File: src/rtl/ucep_pkg.sv
// Shared types and codes for the endpoint-zero control transfer sequencer.
// No dependencies; imported by usb_control_endpoint_sequencer.
package ucep_pkg;

  // Largest request length the control data buffer can take, in bytes
  localparam int BUF_BYTES = 4096;
  // A setup packet carries exactly this many bytes
  localparam logic [12:0] SETUP_LEN = 13'd8;
  // Direction bit of the request type byte (device to host)
  localparam int DIR_IN_BIT = 7;

  // Token kinds, carried in tuser
  localparam logic [2:0] CMD_SETUP     = 3'd0;
  localparam logic [2:0] CMD_IN        = 3'd1;
  localparam logic [2:0] CMD_OUT       = 3'd2;
  localparam logic [2:0] CMD_PARAM_OUT = 3'd3;
  localparam logic [2:0] CMD_PARAM_IN  = 3'd4;

  // Packet and handler result codes
  localparam logic [1:0] RS_OK    = 2'd0;
  localparam logic [1:0] RS_STALL = 2'd1;
  localparam logic [1:0] RS_ASYNC = 2'd2;
  localparam logic [1:0] RS_BAD   = 2'd3;

  // Copy directions
  localparam logic [1:0] CD_NONE   = 2'd0;
  localparam logic [1:0] CD_TO_BUF = 2'd1;
  localparam logic [1:0] CD_TO_PKT = 2'd2;

  typedef enum logic [4:0] {
    STG_IDLE  = 5'b00001,
    STG_SETUP = 5'b00010,
    STG_DATA  = 5'b00100,
    STG_ACK   = 5'b01000,
    STG_PARAM = 5'b10000
  } stage_t;

  // Input token word, last field in the lowest bits
  typedef struct packed {
    logic [15:0] handler_length;
    logic [1:0]  handler_status;
    logic [12:0] packet_size;
    logic [63:0] setup_word;
  } token_t;

  // Result word, last field in the lowest bits
  typedef struct packed {
    logic [15:0] req_index;
    logic [15:0] req_value;
    logic [15:0] req_code;
    logic        handler_called;
    logic [15:0] copy_length;
    logic [15:0] buffer_offset;
    logic [1:0]  copy_dir;
    logic [15:0] actual_length;
    logic [1:0]  status;
  } result_t;

endpackage

File: src/rtl/usb_control_endpoint_sequencer.sv
// Endpoint-zero control transfer sequencer, device side.
// Depends on ucep_pkg for codes, stage type and word layouts.

// One token word in gives one result word out. Tokens are SETUP, IN, OUT
// and the two whole-request parameter calls; the block keeps the eight
// setup bytes, the transfer length and the running data offset, and steps
// idle -> data -> ack (or param) as the host drives the transfer. The class
// handler's outcome comes in with the token and is used only where the
// result says handler_called. A token is held in the input register, the
// stage logic works on it there and the result lands in the output
// register, and a new token is taken every cycle while the result side
// keeps draining. If the result register is full and not taken, the
// input register holds one further token and then tready drops.
module usb_control_endpoint_sequencer #(
  // largest request length accepted, in bytes
  parameter int BUF_BYTES = ucep_pkg::BUF_BYTES
) (
  input  logic         clk,
  input  logic         rst,
  input  logic         s_tvalid,
  output logic         s_tready,
  // setup_word[63:0], packet_size[76:64], handler_status[78:77],
  // handler_length[94:79], zero[95]
  input  logic [95:0]  s_tdata,
  // command[2:0]
  input  logic [2:0]   s_tuser,
  output logic         m_tvalid,
  input  logic         m_tready,
  // status[1:0], actual_length[17:2], copy_dir[19:18], buffer_offset[35:20],
  // copy_length[51:36], handler_called[52], req_code[68:53],
  // req_value[84:69], req_index[100:85], zero[103:101]
  output logic [103:0] m_tdata
);
  import ucep_pkg::*;

  localparam logic [16:0] BUF_LIMIT = 17'(BUF_BYTES);

  // input register
  logic        in_valid;
  token_t      in_tok;
  logic [2:0]  in_cmd;

  // sequencer state
  stage_t      stage, stage_next;
  logic [63:0] setup_bytes, setup_bytes_next;
  logic [15:0] transfer_length, transfer_length_next;
  logic [15:0] transfer_offset, transfer_offset_next;

  // result register
  logic        out_valid;
  result_t     res, res_next;

  logic        advance;

  assign advance  = in_valid && (!out_valid || m_tready);
  assign s_tready = !in_valid || advance;
  assign m_tvalid = out_valid;
  assign m_tdata  = {3'b000, res};

  // stage logic
  logic [1:0]  hstat;
  logic        dir_in_held;
  logic [15:0] req_len;
  logic        len_ok;
  logic [15:0] psize;
  logic [15:0] hclamp;
  logic [15:0] rem;
  logic [15:0] dlen;
  logic [15:0] off_sum;
  logic [15:0] pclen_out;
  logic [15:0] pclen_in;

  always_comb begin
    hstat       = (in_tok.handler_status == RS_BAD) ? RS_STALL : in_tok.handler_status;
    dir_in_held = setup_bytes[DIR_IN_BIT];
    req_len     = in_tok.setup_word[63:48];
    len_ok      = {1'b0, req_len} <= BUF_LIMIT;
    psize       = {3'b000, in_tok.packet_size};
    hclamp      = (in_tok.handler_length < req_len) ? in_tok.handler_length : req_len;
    rem         = (transfer_offset < transfer_length) ?
                  (transfer_length - transfer_offset) : 16'd0;
    dlen        = (rem < psize) ? rem : psize;
    off_sum     = transfer_offset + dlen;
    pclen_out   = (req_len < psize) ? req_len : psize;
    pclen_in    = (hclamp < psize) ? hclamp : psize;

    stage_next           = stage;
    setup_bytes_next     = setup_bytes;
    transfer_length_next = transfer_length;
    transfer_offset_next = transfer_offset;

    res_next                = '0;
    res_next.status         = RS_OK;
    res_next.copy_dir       = CD_NONE;

    case (in_cmd)
      CMD_SETUP: begin
        if (in_tok.packet_size != SETUP_LEN) begin
          res_next.status = RS_STALL;
        end else begin
          setup_bytes_next = in_tok.setup_word;
          if (!len_ok) begin
            res_next.status = RS_STALL;
          end else begin
            transfer_length_next = req_len;
            transfer_offset_next = '0;
            if (in_tok.setup_word[DIR_IN_BIT]) begin
              res_next.handler_called = 1'b1;
              res_next.status         = hstat;
              if (hstat == RS_ASYNC) begin
                stage_next             = STG_SETUP;
                res_next.actual_length = in_tok.handler_length;
              end else if (hstat != RS_OK) begin
                res_next.actual_length = in_tok.handler_length;
              end else begin
                transfer_length_next   = hclamp;
                stage_next             = STG_DATA;
                res_next.actual_length = 16'(SETUP_LEN);
              end
            end else begin
              stage_next             = (req_len == 16'd0) ? STG_ACK : STG_DATA;
              res_next.actual_length = 16'(SETUP_LEN);
            end
          end
        end
      end
      CMD_IN, CMD_OUT: begin
        if (stage == STG_ACK) begin
          if (in_cmd == CMD_IN) begin
            // status stage of a host-to-device request
            if (!dir_in_held) begin
              res_next.handler_called = 1'b1;
              res_next.status         = hstat;
              if (hstat == RS_ASYNC) begin
                res_next.actual_length = in_tok.handler_length;
              end else begin
                stage_next = STG_IDLE;
              end
            end
          end else if (dir_in_held) begin
            stage_next = STG_IDLE;
          end
        end else if (stage == STG_DATA) begin
          if (dir_in_held == (in_cmd == CMD_IN)) begin
            res_next.copy_dir      = (in_cmd == CMD_IN) ? CD_TO_PKT : CD_TO_BUF;
            res_next.buffer_offset = transfer_offset;
            res_next.copy_length   = dlen;
            res_next.actual_length = dlen;
            transfer_offset_next   = off_sum;
            if (off_sum >= transfer_length) begin
              stage_next = STG_ACK;
            end
          end else begin
            stage_next      = STG_IDLE;
            res_next.status = RS_STALL;
          end
        end else begin
          res_next.status = RS_STALL;
        end
      end
      CMD_PARAM_OUT, CMD_PARAM_IN: begin
        setup_bytes_next     = in_tok.setup_word;
        stage_next           = STG_PARAM;
        transfer_offset_next = '0;
        if (!len_ok) begin
          res_next.status = RS_STALL;
        end else begin
          transfer_length_next = req_len;
          if (in_cmd == CMD_PARAM_OUT) begin
            res_next.copy_dir    = CD_TO_BUF;
            res_next.copy_length = pclen_out;
          end
          res_next.handler_called = 1'b1;
          res_next.status         = hstat;
          res_next.actual_length  = in_tok.handler_length;
          if (hstat != RS_ASYNC) begin
            transfer_length_next = hclamp;
            if (in_cmd == CMD_PARAM_IN) begin
              res_next.copy_dir      = CD_TO_PKT;
              res_next.copy_length   = pclen_in;
              res_next.actual_length = pclen_in;
            end
          end
        end
      end
      default: begin
        res_next.status = RS_STALL;
      end
    endcase

    // request fields come from the setup bytes held after this token
    res_next.req_code  = {setup_bytes_next[7:0], setup_bytes_next[15:8]};
    res_next.req_value = setup_bytes_next[31:16];
    res_next.req_index = setup_bytes_next[47:32];
  end

  always_ff @(posedge clk) begin
    if (rst) begin
      in_valid        <= 1'b0;
      out_valid       <= 1'b0;
      stage           <= STG_IDLE;
      setup_bytes     <= '0;
      transfer_length <= '0;
      transfer_offset <= '0;
    end else begin
      if (s_tready) begin
        in_valid <= s_tvalid;
      end
      if (advance) begin
        out_valid       <= 1'b1;
        stage           <= stage_next;
        setup_bytes     <= setup_bytes_next;
        transfer_length <= transfer_length_next;
        transfer_offset <= transfer_offset_next;
      end else if (m_tready) begin
        out_valid <= 1'b0;
      end
    end
  end

  // payload registers
  always_ff @(posedge clk) begin
    if (s_tready && s_tvalid) begin
      in_tok <= token_t'(s_tdata[94:0]);
      in_cmd <= s_tuser;
    end
    if (advance) begin
      res <= res_next;
    end
  end

  // the length check keeps the transfer inside the buffer
  a_len_bounded: assert property (@(posedge clk) disable iff (rst)
    {1'b0, transfer_length} <= BUF_LIMIT)
    else $error("transfer length beyond buffer size");

  a_off_bounded: assert property (@(posedge clk) disable iff (rst)
    transfer_offset <= transfer_length)
    else $error("data offset past transfer length");

  a_no_copy_zero: assert property (@(posedge clk) disable iff (rst)
    m_tvalid && (res.copy_dir == CD_NONE) |->
      (res.copy_length == 16'd0) && (res.buffer_offset == 16'd0))
    else $error("copy fields set with no copy");

  a_in_len: assert property (@(posedge clk) disable iff (rst)
    m_tvalid && (res.copy_dir == CD_TO_PKT) |-> res.actual_length == res.copy_length)
    else $error("IN copy length differs from packet length");

  a_stall_cause: assert property (@(posedge clk) disable iff (rst)
    !s_tready |-> in_valid && out_valid && !m_tready)
    else $error("input stalled without a blocked result");

endmodule
File: config.mk
export PLATFORM = sky130hd
export DESIGN_NAME = usb_control_endpoint_sequencer
export DESIGN_NICKNAME = d
export VERILOG_FILES = /design/src/rtl/ucep_pkg.sv /design/src/rtl/usb_control_endpoint_sequencer.sv
export SDC_FILE = /design/constraint.sdc
export NUM_CORES = 1
export LEC_CHECK = 0
export BUFFER_PORTS_ARGS = -buffer_cell sky130_fd_sc_hd__buf_4
export CORE_AREA = 2 2 227 229
export DETAILED_ROUTE_END_ITERATION = 10
export DIE_AREA = 0 0 229 231
export HOLD_SLACK_MARGIN = 0.08
export PLACE_DENSITY = 0.48
export SYNTH_ARGS = -nofsm -noshare
export SYNTH_HDL_FRONTEND = slang
export SYNTH_SLANG_ARGS = --single-unit
File: constraint.sdc
create_clock -name clk -period 7 [get_ports clk]
set_input_delay 0.35 -clock clk [delete_from_list [all_inputs] [get_ports clk]]
set_output_delay 0.35 -clock clk [all_outputs]
set_load 0.03 [all_outputs]
# After elaboration in Yosys (flattened, before gate mapping)
# Index checks and enable logic that the tools add are counted.
dict set report word_totals {
  reg_bits 286
  input_bits 103
  output_inout_bits 106
  elab_cells 150
}
dict set report op_classes {
  addsub 2
  n_lt_le_gt_ge 7
  n_eq_ne 23
  mux 77
  n_bitwise 3
  reduce_logical 18
}
# cell count
set op_table {}
lappend op_table {{16-bit 2-to-1 mux} 26}
lappend op_table {{18-bit 2-to-1 mux} 6}
lappend op_table {{50-bit 2-to-1 mux} 2}
lappend op_table {{16-bit one-hot mux with 3 select lines} 2}
lappend op_table {{48-bit one-hot mux with 2 select lines} 1}
lappend op_table {{5-bit 2-to-1 mux} 13}
lappend op_table {{16-bit one-hot mux with 2 select lines} 2}
lappend op_table {{16-bit by 13-bit less-than comparator with 1-bit output} 3}
lappend op_table {{48-bit 2-to-1 mux} 1}
lappend op_table {{34-bit 2-to-1 mux} 1}
lappend op_table {{16-bit less-than comparator} 2}
lappend op_table {{4-bit inequality test (second input constant)} 5}
lappend op_table {{17-bit 2-to-1 mux} 1}
lappend op_table {{16-bit adder} 1}
lappend op_table {{16-bit >= comparator} 1}
lappend op_table {{16-bit by 13-bit <= comparator with 1-bit output (second input constant)} 1}
lappend op_table {{16-bit logical NOT} 1}
lappend op_table {{16-bit subtractor} 1}
lappend op_table {{5-bit one-hot mux with 3 select lines} 1}
lappend op_table {{2-bit inequality test (second input constant)} 7}
lappend op_table {{13-bit by 4-bit inequality test with 1-bit output (second input constant)} 1}
lappend op_table {{2-bit 2-to-1 mux} 6}
lappend op_table {{1-bit 2-to-1 mux} 11}
lappend op_table {{10-bit AND reduction} 1}
lappend op_table {{other kinds (23)} 33}

# Depth between registers and ports, before layout
dict set report depth {
  ltp_word 11
  depth_mapped 40
  mapped_depth_nobuf 39
}

# Least setup slack after synthesis
# OpenSTA, ideal clock, no wires.
dict set report synth_path {
  kind {reg-to-reg}
  startpoint {reg transfer_offset[11]}
  endpoint {reg stage[0]}
  setup_time_ns 0.072
  arrival_ns 7.152
  required_time_ns 6.928
  path_slack_ns -0.223
  stages_incl_launch_ff 35
  n_path_buf 2
  period_less_slack_ns 7.223
  cell_sequence {dfxtp_1 -> inv_1 -> ha_1 -> clkbuf_1 -> nand4_1 -> or2_1 -> o21ba_2 -> nor2_1 -> inv_2 -> a211oi_1 -> ha_1 -> a211oi_1 -> o21ai_0 -> a211oi_1 -> and2_1 -> a211oi_2 -> o21bai_2 -> buf_4 -> o31ai_1 -> ha_1 -> inv_1 -> fa_1 -> nor2b_1 -> o21ai_0 -> a21boi_0 -> o211ai_1 -> a31oi_1 -> a31oi_1 -> xnor2_1 -> ha_1 -> nand3_1 -> or4_1 -> o21bai_1 -> and2_1 -> mux2i_1}
}
dict set report synth_via {
  elab_chain_len 8
  word_cells_on_any_way 9
  cone_classes {2 x add/sub; 3 x order compare; 1 x eq/ne; 2 x mux; 1 x reduce/logical}
}
# element line_no
set synth_lines {}
lappend synth_lines {{from (decl)} usb_control_endpoint_sequencer.sv:47} ;# logic [15:0] transfer_offset, transfer_offset_next;
lappend synth_lines {{from (signal assigned)} usb_control_endpoint_sequencer.sv:214} ;# transfer_offset <= transfer_offset_next;
lappend synth_lines {{16-bit subtractor or 16-bit less-than comparator (tied branches)} {usb_control_endpoint_sequencer.sv:81, usb_control_endpoint_sequencer.sv:80}}
lappend synth_lines {{16-bit 2-to-1 mux} usb_control_endpoint_sequencer.sv:80} ;# rem = (transfer_offset < transfer_length) ?
lappend synth_lines {{16-bit by 13-bit less-than comparator with 1-bit output} usb_control_endpoint_sequencer.sv:82} ;# dlen = (rem < psize) ? rem : psize;
lappend synth_lines {{16-bit 2-to-1 mux} usb_control_endpoint_sequencer.sv:82}
lappend synth_lines {{16-bit adder *} usb_control_endpoint_sequencer.sv:83} ;# off_sum = transfer_offset + dlen;
lappend synth_lines {{16-bit >= comparator *} usb_control_endpoint_sequencer.sv:150} ;# if (off_sum >= transfer_length) begin
lappend synth_lines {{4-bit inequality test (no line) *} n/a}
lappend synth_lines {{10-bit AND reduction (no line) *} n/a}
lappend synth_lines {{to (signal assigned)} usb_control_endpoint_sequencer.sv:211} ;# stage <= stage_next;
lappend synth_lines {{to (decl)} usb_control_endpoint_sequencer.sv:44} ;# stage_t stage, stage_next;
# Mark *: on every way between the ends. The rest lies on a longest branch, timed or not.
# A chain may end at the register's enable or synchronous reset.

# Worst setup path in the final report
dict set report layout_path {
  startpoint {reg transfer_offset[1]}
  endpoint {reg stage[0]}
}
# The elaborated chain is that of the path after synthesis.

==> results.py <==
metrics = {
    "timing": {
        "worstMarginPinSlew_ns": 1.05,
        "max_slew_margin": 0.298,
        "max_freq_mhz": 147,
        "fin_ws_ns": 0.186,
        "fin_crit_ns": 6.81,
        "finalSetupViolations": 0,
        "rsz0062_at_grt": "true",
        "hold_viol": 0,
        "fin_crit_sh": 0.973,
        "maxSlewViolCount": 0,
        "fin_worst_skew_ns": 0.0241,
    },
    "finish": {
        "diodes": 0,
        "drive_gt1_frac": 0.304,
        "seqCellArea_sq_um": 7720,
        "multi_input_area_sq_um": 6620,
        "finalNonFillerCells": 2490,
        "area_growth_pct": 39.9,
        "design_area_sq_um": 20300,
        "fin_nets": 1988,
        "nFillCells": 5059,
    },
    "placed_design": {
        "place_ws_ns": -0.276,
        "dp.cells": 2316,
        "place_area_sq_um": 17800,
        "post-dp-hpwl_mm": 32.3,
        "gp_congestion": 0.880,
        "portBuffers": 204,
    },
    "logic_synthesis": {
        "syn_inst": 1339,
        "yosys.area.top_type": "edfxtp_1",
        "synth_top_area_frac": 0.412,
        "seq_area_frac_synth": 0.532,
        "synth_edf_count": 199,
        "ys_async_sr_fraction": 0,
        "syn-cell-area_sq_um": 14500,
        "synth_cell_types": 76,
        "synth-seq-cells": 286,
        "avgSynthCellArea_sq_um": 10.8,
        "yosysMostFrequentCell": "edfxtp_1",
        "synth_area_leaders": "edfxtp_1 (41%), dfxtp_1 (12%), ha_1 (8.7%)",
        "synthFlopType": "edfxtp_1",
        "ys_top_cells_by_count": "edfxtp_1 (199), nand2_1 (175), a21oi_1 (117)",
        "yosysWarnings": 0,
    },
    "outcome": {
        "outcome": "finished clean",
    },
    "critical_path": {
        "max_stage_delay_ns": 0.53,
        "crit_arrival_ns": 7.30,
        "worstSetupPathType": "reg2reg",
        "rr_endpoint": "stage[0]",
        "startpoint": "transfer_offset[1]",
        "critPathSlowestCell": "or4_4",
        "reg2reg_depth": 32,
        "worst-path-max-fanout": 6,
        "worstPathRequired_ns": 7.49,
        "cp_common_cell": "ha_1",
        "r2r_setup_slack_ns": 0.19,
        "endpoint_kind": "register",
        "endpoint": "stage[0]",
        "start_kind": "register",
        "r2r-start": "transfer_offset[1]",
    },
    "routing": {
        "drtIter0Drc": 702,
        "dr_total_vias": 11800,
        "drt_first_pass_iters": 5,
        "post_drt_via_cell_ratio": 4.72,
        "wl_per_cell_um": 18.4,
        "drt-total-wl_mm": 45.7,
        "drtAntennaViolNets": 0,
        "drc": 0,
    },
    "floorplan": {
        "die_x_um": 229,
        "floorplan.initialDensity": 0.286,
        "die_area_sq_um": 52900,
        "coreArea_sq_um": 50700,
        "placementRows": 83,
        "io_pins": 209,
        "dieHeight_um": 231,
    },
    "clocking": {
        "cts_inserted_buffers": 36,
        "cts_buffer_depth": 3,
        "cts_tree": "done",
        "htreeDepth": 2,
        "cts_sinks": 286,
        "root_buffer": "clkbuf_16",
        "clkLatencyLatePin_ns": 0.56,
        "path_clk_slew_ns": 0.06,
    },
    "global_route": {
        "grt_pass1_vias": 12200,
        "grt.total_usage": 0.172,
        "grt_pass1_wl_mm": 70.1,
        "antenna_found_initial": 0,
        "grt-ovfl-total": 0,
        "grt_max_degree": 107,
    },
    "power_and_ir_drop": {
        "finalPower_mw": 4.28,
        "max-vdd-ir-drop_mv": 0.212,
        "p_leak_nw": 8.17,
        "p_per_area_nw_per_um2": 211,
    },
    "job": {
        "max_cap_violations": 0,
    },
    "hold_path": {
        "hold_start": "m_tready",
        "hold_class": "in2reg",
    },
}
==> registers in the layout (all words and copies together), names as in the netlist <==
register / count
m_tvalid: 1
transfer_length: 16
m_tdata: 101
stage: 5
in_tok: 95
in_valid: 1
in_cmd: 3
setup_bytes: 48
transfer_offset: 16
==> repair_timing <==
item / in CTS / in global routing
gates resized for setup: 33 / 36
hold endpoints to repair: 99 / 0
endpoints found under the setup margin: 5 / 5
pin swaps: 20 / 34
setup buffers: 4 / 5
hold buffers: 99 / 0
==> placed cells by master (no fill, tap or decap), drive strengths merged, types with 8 or more instances in the layout <==
master and n:
xor2 8, o21ai 43, o211ai 8, edfxtp 199, and3 9, xnor2 17
ha 101, nand3 35, or3 10, mux2 65, clkbuf 47, a21o 22
dlygate4sd3 99, nor3 16, mux2i 21, a21oi 119, a211oi 17, dfxtp 87
inv 76, nand2b 14, buf 353, nand4 14, nor2b 12, conb 8
clkinv 12, nor2 107, o21a 9, and2 11, nand2 175
==> report_power, final <==
part	switching [mW]	leakage (nW)	total (mW)	internal, mW
Sequential	0.0494	2.59	1.94	1.89
Clock	0.757	0.564	1.83	1.08
Combinational	0.284	5.01	0.505	0.221
==> area by class of cell <==
cell class,instances,area share
Timing Repair Buffer,452,0.181
Clock inverter,19,0.0104
Clock buffer,47,0.0465
Sequential cell,286,0.381
Multi-Input combinational cell,933,0.326
Tap cell,680,0.0420
Inverter,73,0.0135
==> worst min-delay path by stage <==
stage / to / cells after the start
floorplan: stage[1] / 2
global placement: setup_bytes[24] / 2
detailed placement: setup_bytes[38] / 2
CTS: m_tvalid / 4
global route: m_tvalid / 4
finish: m_tvalid / 4
==> critical path: cells and delay by family (launching register included) <==
family                   cells  cell delay (ns)
flip-flops                   1             0.33
AO/OA/AOI/OAI               14             2.91
adder cells (fa/ha/maj)      4             1.16
XOR/XNOR                     2             0.27
buffers and inverters        1             0.05
multiplexers                 2             0.49
AND/OR/NAND/NOR              9             1.55
==> logic make-up after synthesis <==
group           synth area share
mux                       0.0653
xor+xnor                  0.0151
other cells             0.000259
compound gates             0.126
simple gates               0.136
buf+inv                   0.0356
flops                      0.532
fa+ha+maj                 0.0899
==> per-stage QoR <==
| stage | setup TNS [ns] | hold WS [ns] | utilization |
|---|---|---|---|
| finish | 0 | 0.167 | 0.400 |
| global route | -0.543 | 0.187 | 0.400 |
| CTS | 0 | 0.128 | 0.397 |
| detailed placement | -1.26 | 0.445 | 0.351 |
| global placement | -0.696 | 0.439 | 0.351 |
| floorplan | 0 | 0.432 | - |
==> per-layer routing <==
metal | vias up | wire length (um) | track usage
met5 | - | 0 | 0
met4 | 0 | 1090 | 0.0532
met3 | 61 | 2240 | 0.0324
met2 | 250 | 21900 | 0.286
met1 | 5695 | 20500 | 0.226
li1 | 5744 | - | -
Power figures use the tool's default switching activity.
